## src/hw/rtl/rhc_pkg.sv

```systemverilog
// Shared widths, scale constants and the divider request type for the RGB to HSL converter.
package rhc_pkg;

    localparam int CH_W          = 8;
    localparam int HUE_W         = 15;
    localparam int SAT_W         = 16;
    localparam int LIT_W         = 9;
    localparam int DVS_W         = 8;
    localparam int QUO_W         = 16;
    localparam int DVD_W         = DVS_W + QUO_W;
    localparam int FRONT_STAGES  = 3;

    localparam int HUE_SCALE     = 3840;
    localparam int SAT_SCALE     = 65535;
    localparam int FULL_SCALE    = 255;

    typedef struct packed {
        logic [DVD_W-1:0] hue_dvd;
        logic [DVS_W-1:0] hue_dvs;
        logic [DVD_W-1:0] sat_dvd;
        logic [DVS_W-1:0] sat_dvs;
        logic [LIT_W-1:0] lightness;
    } t_div_req;

endpackage

```

## src/hw/rtl/rgb_to_hsl_converter.sv

```systemverilog
// RGB to HSL converter: 8-bit red/green/blue in, fixed-point hue/saturation/lightness out.
// Accepts one word per clock and delivers one result word per clock while i_stall is low;
// each word passes through three front stages (max/min and sextant pick, hue numerator
// and saturation divisor, dividend products) and sixteen stages of the two restoring
// dividers, which run side by side and produce one quotient bit per stage. Hue is in 1/64
// degree (0..23039), saturation is 65535 for 1.0, lightness is max+min (0..510); a grey
// pixel gives hue 0 and saturation 0. Each stage has its own valid bit and moves whenever
// the stage after it is free, so bubbles are squeezed out while the output is stalled.
module rgb_to_hsl_converter (
    input  logic                            i_clk,
    input  logic                            i_rst_n,
    input  logic                            i_valid,
    output logic                            o_stall,
    input  logic [rhc_pkg::CH_W-1:0]        i_red,
    input  logic [rhc_pkg::CH_W-1:0]        i_green,
    input  logic [rhc_pkg::CH_W-1:0]        i_blue,
    output logic                            o_valid,
    input  logic                            i_stall,
    output logic [rhc_pkg::HUE_W-1:0]       o_hue,
    output logic [rhc_pkg::SAT_W-1:0]       o_saturation,
    output logic [rhc_pkg::LIT_W-1:0]       o_lightness
);
    import rhc_pkg::*;

    localparam int NS = FRONT_STAGES + QUO_W;

    logic [NS-1:0]      r_vld, n_vld, w_ready;
    t_div_req           w_req;
    logic [QUO_W-1:0]   w_hue_q, w_sat_q;
    logic [LIT_W-1:0]   r_lit [QUO_W];
    logic [LIT_W-1:0]   n_lit [QUO_W];

    // a stage may load unless it and every stage after it are full and the output is held
    genvar k;
    generate
        for (k = 0; k < NS; k++) begin : g_ready
            assign w_ready[k] = ~(&r_vld[NS-1:k]) | ~i_stall;
        end
    endgenerate

    assign n_vld = {r_vld[NS-2:0], i_valid};

    always_ff @(posedge i_clk) begin
        if (!i_rst_n) begin
            r_vld <= '0;
        end else begin
            for (int s = 0; s < NS; s++) begin
                if (w_ready[s]) r_vld[s] <= n_vld[s];
            end
        end
    end

    rhc_front u_front (
        .i_clk   (i_clk),
        .i_en    (w_ready[FRONT_STAGES-1:0]),
        .i_red   (i_red),
        .i_green (i_green),
        .i_blue  (i_blue),
        .o_req   (w_req)
    );

    rhc_pipe_div #(
        .DVS_W (DVS_W),
        .Q_W   (QUO_W)
    ) u_hue_div (
        .i_clk      (i_clk),
        .i_en       (w_ready[NS-1:FRONT_STAGES]),
        .i_dividend (w_req.hue_dvd),
        .i_divisor  (w_req.hue_dvs),
        .o_quotient (w_hue_q)
    );

    rhc_pipe_div #(
        .DVS_W (DVS_W),
        .Q_W   (QUO_W)
    ) u_sat_div (
        .i_clk      (i_clk),
        .i_en       (w_ready[NS-1:FRONT_STAGES]),
        .i_dividend (w_req.sat_dvd),
        .i_divisor  (w_req.sat_dvs),
        .o_quotient (w_sat_q)
    );

    // carry lightness alongside the divider stages
    always_comb begin
        n_lit[0] = w_req.lightness;
        for (int s = 1; s < QUO_W; s++) n_lit[s] = r_lit[s-1];
    end

    always_ff @(posedge i_clk) begin
        for (int s = 0; s < QUO_W; s++) begin
            if (w_ready[FRONT_STAGES+s]) r_lit[s] <= n_lit[s];
        end
    end

    assign o_stall      = ~w_ready[0];
    assign o_valid      = r_vld[NS-1];
    assign o_hue        = w_hue_q[HUE_W-1:0];
    assign o_saturation = w_sat_q[SAT_W-1:0];
    assign o_lightness  = r_lit[QUO_W-1];

`ifndef NO_ASSERTIONS
    a_hue_range: assert property (@(posedge i_clk) disable iff (!i_rst_n)
        o_valid |-> (w_hue_q < QUO_W'(6 * HUE_SCALE)))
        else $error("hue quotient out of range");

    a_black_white: assert property (@(posedge i_clk) disable iff (!i_rst_n)
        (o_valid && (o_lightness == '0 || o_lightness == LIT_W'(2 * FULL_SCALE)))
        |-> (o_hue == '0 && o_saturation == '0))
        else $error("black or white pixel with nonzero hue or saturation");

    a_no_drop: assert property (@(posedge i_clk) disable iff (!i_rst_n)
        (o_valid && i_stall) |=> o_valid)
        else $error("stalled result word dropped");

    a_bubble_take: assert property (@(posedge i_clk) disable iff (!i_rst_n)
        !r_vld[0] |-> !o_stall)
        else $error("input stalled while the first stage is empty");
`endif

endmodule

```

## src/hw/rtl/rhc_front.sv

```systemverilog
// Front stages: max/min and sextant pick, hue numerator and saturation divisor, dividends.
module rhc_front (
    input  logic                                i_clk,
    input  logic [rhc_pkg::FRONT_STAGES-1:0]    i_en,
    input  logic [rhc_pkg::CH_W-1:0]            i_red,
    input  logic [rhc_pkg::CH_W-1:0]            i_green,
    input  logic [rhc_pkg::CH_W-1:0]            i_blue,
    output rhc_pkg::t_div_req                   o_req
);
    import rhc_pkg::*;

    localparam int NUM_W  = 11;
    localparam int SEXT_W = 3;
    localparam logic [SEXT_W-1:0] SEXT_RED   = 3'd0;
    localparam logic [SEXT_W-1:0] SEXT_GREEN = 3'd2;
    localparam logic [SEXT_W-1:0] SEXT_BLUE  = 3'd4;
    localparam logic [SEXT_W-1:0] SEXT_WRAP  = 3'd6;

    // stage 1
    logic [CH_W-1:0]        n_mx, n_mn, r_mx, r_mn;
    logic signed [CH_W:0]   n_diff, r_diff;
    logic [SEXT_W-1:0]      n_sext, r_sext;

    // stage 2
    logic [CH_W-1:0]        n_d, r_d;
    logic [LIT_W-1:0]       n_sum, r_sum;
    logic [DVS_W-1:0]       n_den, r_den;
    logic [NUM_W-1:0]       n_num, r_num;

    t_div_req               n_req, r_req;

    logic signed [CH_W:0]   w_dgb, w_dbr, w_drg;
    logic signed [NUM_W:0]  w_num_s;

    assign w_dgb = $signed({1'b0, i_green}) - $signed({1'b0, i_blue});
    assign w_dbr = $signed({1'b0, i_blue})  - $signed({1'b0, i_red});
    assign w_drg = $signed({1'b0, i_red})   - $signed({1'b0, i_green});

    always_comb begin
        // ties go to red, then green
        if (i_red >= i_green && i_red >= i_blue) begin
            n_mx   = i_red;
            n_diff = w_dgb;
            n_sext = w_dgb[CH_W] ? SEXT_WRAP : SEXT_RED;
        end else if (i_green >= i_blue) begin
            n_mx   = i_green;
            n_diff = w_dbr;
            n_sext = SEXT_GREEN;
        end else begin
            n_mx   = i_blue;
            n_diff = w_drg;
            n_sext = SEXT_BLUE;
        end
        n_mn = i_red;
        if (i_green < n_mn) n_mn = i_green;
        if (i_blue < n_mn)  n_mn = i_blue;
    end

    always_comb begin
        n_d     = r_mx - r_mn;
        n_sum   = LIT_W'(r_mx) + LIT_W'(r_mn);
        n_den   = (n_sum <= LIT_W'(FULL_SCALE)) ? n_sum[DVS_W-1:0]
                                                : DVS_W'(LIT_W'(2 * FULL_SCALE) - n_sum);
        w_num_s = $signed({1'b0, NUM_W'(r_sext) * NUM_W'(n_d)}) + (NUM_W+1)'(r_diff);
        n_num   = w_num_s[NUM_W-1:0];
    end

    always_comb begin
        n_req.lightness = r_sum;
        if (r_d == '0) begin
            // grey: zero over one gives zero for both
            n_req.hue_dvd = '0;
            n_req.hue_dvs = DVS_W'(1);
            n_req.sat_dvd = '0;
            n_req.sat_dvs = DVS_W'(1);
        end else begin
            n_req.hue_dvd = DVD_W'(r_num) * DVD_W'(HUE_SCALE);
            n_req.hue_dvs = r_d;
            n_req.sat_dvd = DVD_W'(r_d) * DVD_W'(SAT_SCALE);
            n_req.sat_dvs = r_den;
        end
    end

    always_ff @(posedge i_clk) begin
        if (i_en[0]) begin
            r_mx   <= n_mx;
            r_mn   <= n_mn;
            r_diff <= n_diff;
            r_sext <= n_sext;
        end
        if (i_en[1]) begin
            r_d   <= n_d;
            r_sum <= n_sum;
            r_den <= n_den;
            r_num <= n_num;
        end
        if (i_en[2]) begin
            r_req <= n_req;
        end
    end

    assign o_req = r_req;

endmodule

```

## src/hw/rtl/rhc_pipe_div.sv

```systemverilog
// Pipelined restoring divider: one quotient bit per register stage.
module rhc_pipe_div #(
    parameter int DVS_W = rhc_pkg::DVS_W,
    parameter int Q_W   = rhc_pkg::QUO_W
) (
    input  logic                    i_clk,
    input  logic [Q_W-1:0]          i_en,
    input  logic [DVS_W+Q_W-1:0]    i_dividend,
    input  logic [DVS_W-1:0]        i_divisor,
    output logic [Q_W-1:0]          o_quotient
);
    // the dividend's top DVS_W bits must be below the divisor

    logic [DVS_W-1:0] r_rem [Q_W];
    logic [Q_W-1:0]   r_lo  [Q_W];
    logic [DVS_W-1:0] r_dvs [Q_W];
    logic [Q_W-1:0]   r_quo [Q_W];

    logic [DVS_W-1:0] w_rem [Q_W];
    logic [Q_W-1:0]   w_lo  [Q_W];
    logic [DVS_W-1:0] w_dvs [Q_W];
    logic [Q_W-1:0]   w_quo [Q_W];

    genvar g;
    generate
        for (g = 0; g < Q_W; g++) begin : g_stage
            logic [DVS_W:0]   w_trial;
            logic             w_ge;
            logic [DVS_W-1:0] n_rem;
            logic [Q_W-1:0]   n_lo;
            logic [Q_W-1:0]   n_quo;

            if (g == 0) begin : g_head
                assign w_rem[g] = i_dividend[DVS_W+Q_W-1:Q_W];
                assign w_lo[g]  = i_dividend[Q_W-1:0];
                assign w_dvs[g] = i_divisor;
                assign w_quo[g] = '0;
            end else begin : g_body
                assign w_rem[g] = r_rem[g-1];
                assign w_lo[g]  = r_lo[g-1];
                assign w_dvs[g] = r_dvs[g-1];
                assign w_quo[g] = r_quo[g-1];
            end

            always_comb begin
                // bring down the next dividend bit, subtract if it fits
                w_trial = {w_rem[g], w_lo[g][Q_W-1]};
                w_ge    = w_trial >= {1'b0, w_dvs[g]};
                n_rem   = w_ge ? DVS_W'(w_trial - {1'b0, w_dvs[g]}) : w_trial[DVS_W-1:0];
                n_lo    = w_lo[g] << 1;
                n_quo   = (w_quo[g] << 1) | Q_W'(w_ge);
            end

            always_ff @(posedge i_clk) begin
                if (i_en[g]) begin
                    r_rem[g] <= n_rem;
                    r_lo[g]  <= n_lo;
                    r_dvs[g] <= w_dvs[g];
                    r_quo[g] <= n_quo;
                end
            end
        end
    endgenerate

    assign o_quotient = r_quo[Q_W-1];

endmodule
```

## config.mk

```make
export PLATFORM = sky130hd
export DESIGN_NAME = rgb_to_hsl_converter
export DESIGN_NICKNAME = d
export VERILOG_FILES = /design/src/hw/rtl/rhc_pkg.sv /design/src/hw/rtl/rgb_to_hsl_converter.sv /design/src/hw/rtl/rhc_front.sv /design/src/hw/rtl/rhc_pipe_div.sv
export SDC_FILE = /design/constraint.sdc
export NUM_CORES = 2
export LEC_CHECK = 0
export BUFFER_PORTS_ARGS = -buffer_cell sky130_fd_sc_hd__buf_4
export CAP_MARGIN = 0
export CORE_UTILIZATION = 54
export DETAILED_ROUTE_END_ITERATION = 12
export GPL_ROUTABILITY_DRIVEN = 0
export PLACE_DENSITY = 0.69
export SYNTH_ARGS = -nofsm -noshare
export SYNTH_HDL_FRONTEND = slang
export SYNTH_SLANG_ARGS = --single-unit
```

## constraint.sdc

```tcl
create_clock -name i_clk -period 15.5 [get_ports i_clk]
set_input_delay 1.55 -clock i_clk [delete_from_list [all_inputs] [get_ports i_clk]]
set_output_delay 1.55 -clock i_clk [all_outputs]
set_load 0.1 [all_outputs]
```

After elaboration in Yosys (flattened, before gate mapping)

Memory sizes are Yosys's and may differ from the RTL's.
Cells that the tools add are included.

Bits in registers: 147
RAM bits: 1648
Input port bits: 28
Output and inout bits: 42
Logic and storage cells: 285
Memories kept: 9

$add $sub $neg: 39
Multipliers: 3
Order comparisons: 38
Muxes and demuxes: 74
Bitwise gates (word level): 70
Reductions and logical operators: 20

Memories:

| name            | depth | width | rd ports | clocked after memory_dff | write ports | line                       | text |
|---|---|---|---|---|---|---|---|
| u_hue_div.r_quo | 16    | 16    | 16       | 0                        | 16          | rhc_pipe_div.sv:17         | `logic [Q_W-1:0] r_quo [Q_W];` |
| u_sat_div.r_quo | 16    | 16    | 16       | 0                        | 16          | rhc_pipe_div.sv:17         |  |
| u_hue_div.r_lo  | 16    | 15    | 15       | 0                        | 16          | rhc_pipe_div.sv:15         | `logic [Q_W-1:0] r_lo [Q_W];` |
| u_sat_div.r_lo  | 16    | 15    | 15       | 0                        | 16          | rhc_pipe_div.sv:15         |  |
| r_lit           | 16    | 9     | 16       | 0                        | 16          | rgb_to_hsl_converter.sv:30 | `logic [LIT_W-1:0] r_lit [QUO_W];` |
| u_hue_div.r_dvs | 16    | 8     | 15       | 0                        | 16          | rhc_pipe_div.sv:16         | `logic [DVS_W-1:0] r_dvs [Q_W];` |
| +3 memories     | n/a   | n/a   | n/a      | n/a                      | n/a         | n/a                        |  |

Operator list:

| operator              | count |
|---|---|
| $or 16x1->16          | 30 |
| $mux 8                | 37 |
| $ge 9x8->1            | 31 |
| $sub 8x8->8           | 33 |
| $ge 8x8->1            | 4 |
| $mux 1                | 32 |
| $sub 8x8->9           | 3 |
| $mul 8x16->24 const B | 1 |
| $not 1->1             | 21 |
| $or 1x1->1            | 19 |
| $reduce_and 19->1     | 1 |
| $mux 9                | 2 |
| $reduce_and 18->1     | 1 |
| $reduce_and 17->1     | 1 |
| $lt 8x8->1            | 2 |
| $reduce_and 16->1     | 1 |
| $mul 11x4->15 const B | 1 |
| $reduce_and 15->1     | 1 |
| $reduce_and 14->1     | 1 |
| $reduce_and 13->1     | 1 |
| $reduce_and 12->1     | 1 |
| $add 11x9->11         | 1 |
| $mul 3x8->11          | 1 |
| $reduce_and 11->1     | 1 |
| other kinds (15)      | 17 |

Depth between registers and ports, before layout

Word-level depth: 5
Depth in mapped cells: 21
Depth with buffers taken out: 21

By module

Synthesis repeated with hierarchy kept, for this count alone.

Cell total of the unflattened synthesis: 4273
Area total of the unflattened synthesis: 59562.1 sq um

By module, submodules not included:

| module                   | instances | cells each | area each (sq um) | seq. area each (sq um) |
|---|---|---|---|---|
| rhc_pipe_div (u_hue_div) | 1         | 1513       | 22009.9           | 14894.3 |
| rhc_pipe_div (u_sat_div) | 1         | 1513       | 21894.7           | 14894.3 |
| rhc_front                | 1         | 1013       | 10516.3           | 3723.6 |
| rgb_to_hsl_converter     | 1         | 234        | 5141.2            | 4704.5 |

Worst setup path after synthesis

No wires, ideal clock.

Path kind: input to output
Start point: input i_stall
End point: output o_stall
Arrival time: 5718 ps
Required time: 13950 ps
Setup slack: 8232 ps
Stages: 10
Cell sequence: nand3_2 > nor2_4 > inv_2 > nor4_4 > and2_4 > inv_2 > nor3_4 > and3_4 > nand3_4 > inv_2

Word-level cells in the longest chain between the ends: 3

Ends and longest elaborated chain:

| what            | line                       | text |
|---|---|---|
| start, declared | rgb_to_hsl_converter.sv:18 | `input logic i_stall,` |
| $not 1->1       | rgb_to_hsl_converter.sv:37 | `assign w_ready[k] = ~(&r_vld[NS-1:k]) \| ~i_stall;` |
| $or 1x1->1      | rgb_to_hsl_converter.sv:37 |  |
| $not 1->1       | rgb_to_hsl_converter.sv:96 | `assign o_stall = ~w_ready[0];` |
| end, declared   | rgb_to_hsl_converter.sv:13 | `output logic o_stall,` |

No other way between the ends.

Final worst setup path

Ends and elaborated chain as after synthesis.

==> flow_summary.toml <==
[yosys]
async_flop_share_pct = 0
ys_ff_latch = 1156
yosys.area_share.simple_pct = 6.14
syn_nets = 4417
synth_area_um2 = 54900
ys_seq_area_share_pct = 62.9
synthCells = 3918
synth_xor_area_share_pct = 2.28
synthAdderAreaFrac_pct = 12.0
synth-edff-count = 1137
synthMuxAreaShare_pct = 4.43
ys.flop_type = "edfxtp_1"
syn_avg_cell_area_um2 = 14.0
yosys_warnings = 0
synth_compound_area_share_pct = 8.40
yosysUniqueCellTypes = 69
synth_top_family_by_area = "adder cells"

[setup_path]
cp_max_fo = 65
endpoint_kind = "primary output"
cpMaxStageDelayCell = "nor3_4"
crit_type = "in -> out"
reg2reg_depth = 15
reg2reg_slack_ns = 10.19
cp.depth = 13
worst-path-buf-inv = 6
cpPeakStageDelay_ns = 0.42
critical_path_arrival_ns = 4.55
crit_path_start_kind = "input port"
crit_family = "simple AND/OR/NAND/NOR gates"
cp_data_required_time_ns = 13.95
crit_chain = "buf_4, nand3_4, nor2_4, inv_2, nor4_4, and2_4, inv_2, buf_4, nor3_4, and3_4, nand3_4, inv_2, buf_4"

[cells_and_area]
diodes = 0
fillers = 7682
fin_area_um2 = 60900
syn2layout_area_growth_pct = 11.0
final_nets = 4599
drive_gt1_share_pct = 11.8
fin_cells = 5557

[global_routing]
antenna_found_initial = 0
grt_pass1_vias = 29900
grt_max_degree = 68
overflow = 0
grt_pass1_wl_mm = 140
grtUsageTotal_pct = 16.6

[worst_hold_path]
holdPathStages = 0
hold_class = "reg -> reg"

[sta]
clock-skew-final_ns = 0.0332
fmax_mhz = 164
hold_viol_final = 0
tns_ns = 0
setup_viol = 0
period_needed_ns = 6.10
relSlewSlack_pct = 26.3
holdWs_ns = 0.407
fin_crit_sh_pct = 39.3
rsz0062_at_grt = "false"
tightest_slew_ns = 1.10
drv_slew = 0

[clock_tree]
path_clk_slew_ns = 0.06
cts_root_buf = "clkbuf_16"
cts_resized = 0
cts_max_level = 3
clk_latency_ns = 0.71
postCtsSetupBuffers = 0
postCtsHoldBufs = 0
cts_buffers = 115
clockBufferDepth = 3
cts_tree = "done"
numClockSinks = 1156

[route]
wl_per_cell_um = 15.1
vias = 28900
ant_nets = 0
drt-initial-drc-count = 1271
drc = 0
vias_per_cell = 5.20
drtPass1Iterations = 4
wl_mm = 83.7

[placed_design]
port_buffers = 69
dp.cells = 5340
dp_hpwl_mm = 61.0
placed_area_um2 = 57200

[floorplanning]
initial_utilization_pct = 54.6
die_h_um = 321
core_area_um2 = 100000
row_count = 116
die_x_um = 321
io_pins = 70
dieArea_um2 = 103000

[run_status]
status = "finished, final reports clean"

[flow_run]
cap_violations = 0
worst paths after layout:
| kind | endpoint | start |
|---|---|---|
| hold reg to reg | u_hue_div.r_quo[0][115] | u_hue_div.r_quo[0][98] |
| hold / removal | u_hue_div.r_quo[0][115] | u_hue_div.r_quo[0][98] |
| setup reg to reg | u_front.o_req[39] | u_front.r_d[5] |
| setup / recovery | o_stall | i_stall |
cells in the mapped netlist, types with 64 or more instances:
master | n | area, um^2
edfxtp_1 | 1137 | 34100
inv_1 | 532 | 2000
ha_1 | 380 | 4750
nor2_1 | 283 | 1060
o21ai_0 | 160 | 801
mux2_2 | 152 | 1710
a21oi_1 | 126 | 631
nand2_1 | 97 | 364
fa_1 | 91 | 1820
xnor2_1 | 91 | 797
nor2b_1 | 87 | 544
mux2i_1 | 72 | 721
o21a_1 | 66 | 495
a21o_1 | 64 | 480
stage by stage:
step / util (%) / setup slack [ns]
floorplan: - / 8.23
global placement: 56.9 / 9.42
detailed placement: 56.9 / 9.33
CTS: 60.6 / 9.32
global route: 60.6 / 9.11
finish: 60.6 / 9.40
placed cells by master, fill, tap and decap left out, types with 64 or more instances in the layout:
master     count
a21o_1        64
a21oi_1      126
buf_4         89
clkbuf_16    115
edfxtp_1    1137
fa_1          91
ha_1         380
inv_1        526
mux2_2       152
mux2i_1       72
nand2_1       91
nor2_1       283
nor2b_1       87
o21a_1        66
o21ai_0      160
xnor2_1       91
cells by family (layout without fill, tap and decap cells):
group,Yosys count,after routing
AND/OR/NAND/NOR,687,687
adder cells (fa/ha/maj),471,471
multiplexers,224,224
flip-flops,1156,1156
buffers and inverters,559,841
AO/OA/AOI/OAI,678,678
XOR/XNOR,143,143
cell type report:
class / count / area [um^2] / area share [%]
Multi-Input combinational cell: 2203 / 18300 / 30.0
Inverter: 535 / 2010 / 3.30
Timing Repair Buffer: 89 / 668 / 1.10
Tap cell: 1357 / 1700 / 2.79
Sequential cell: 1156 / 34500 / 56.7
Clock inverter: 79 / 756 / 1.24
Clock buffer: 138 / 2960 / 4.87
state kept, by name, summed over array words and instances (netlist names), 11 cells and up:
name,count
r_vld,19
u_front.r_num,11
u_hue_div.r_lo,28
u_front.o_req,63
u_sat_div.r_dvs,105
r_lit,144
u_hue_div.r_dvs,120
u_sat_div.r_lo,120
u_hue_div.r_quo,120
u_sat_div.r_quo,136
u_hue_div.r_rem,120
u_sat_div.r_rem,120
routing by layer:
layer | part of all wire [%] | wire length [um] | track usage [%] | vias up
met5 | 0 | 0 | 0 | -
met4 | 3.5 | 2920 | 7.10 | 0
met3 | 2.9 | 2440 | 2.44 | 174
met2 | 54 | 45600 | 32.3 | 349
met1 | 39 | 32800 | 17.7 | 13900
li1 | - | - | - | 14500
Power is not shown: default switching activity piles up to over one toggle a cycle in this logic, so the estimate is an artifact.
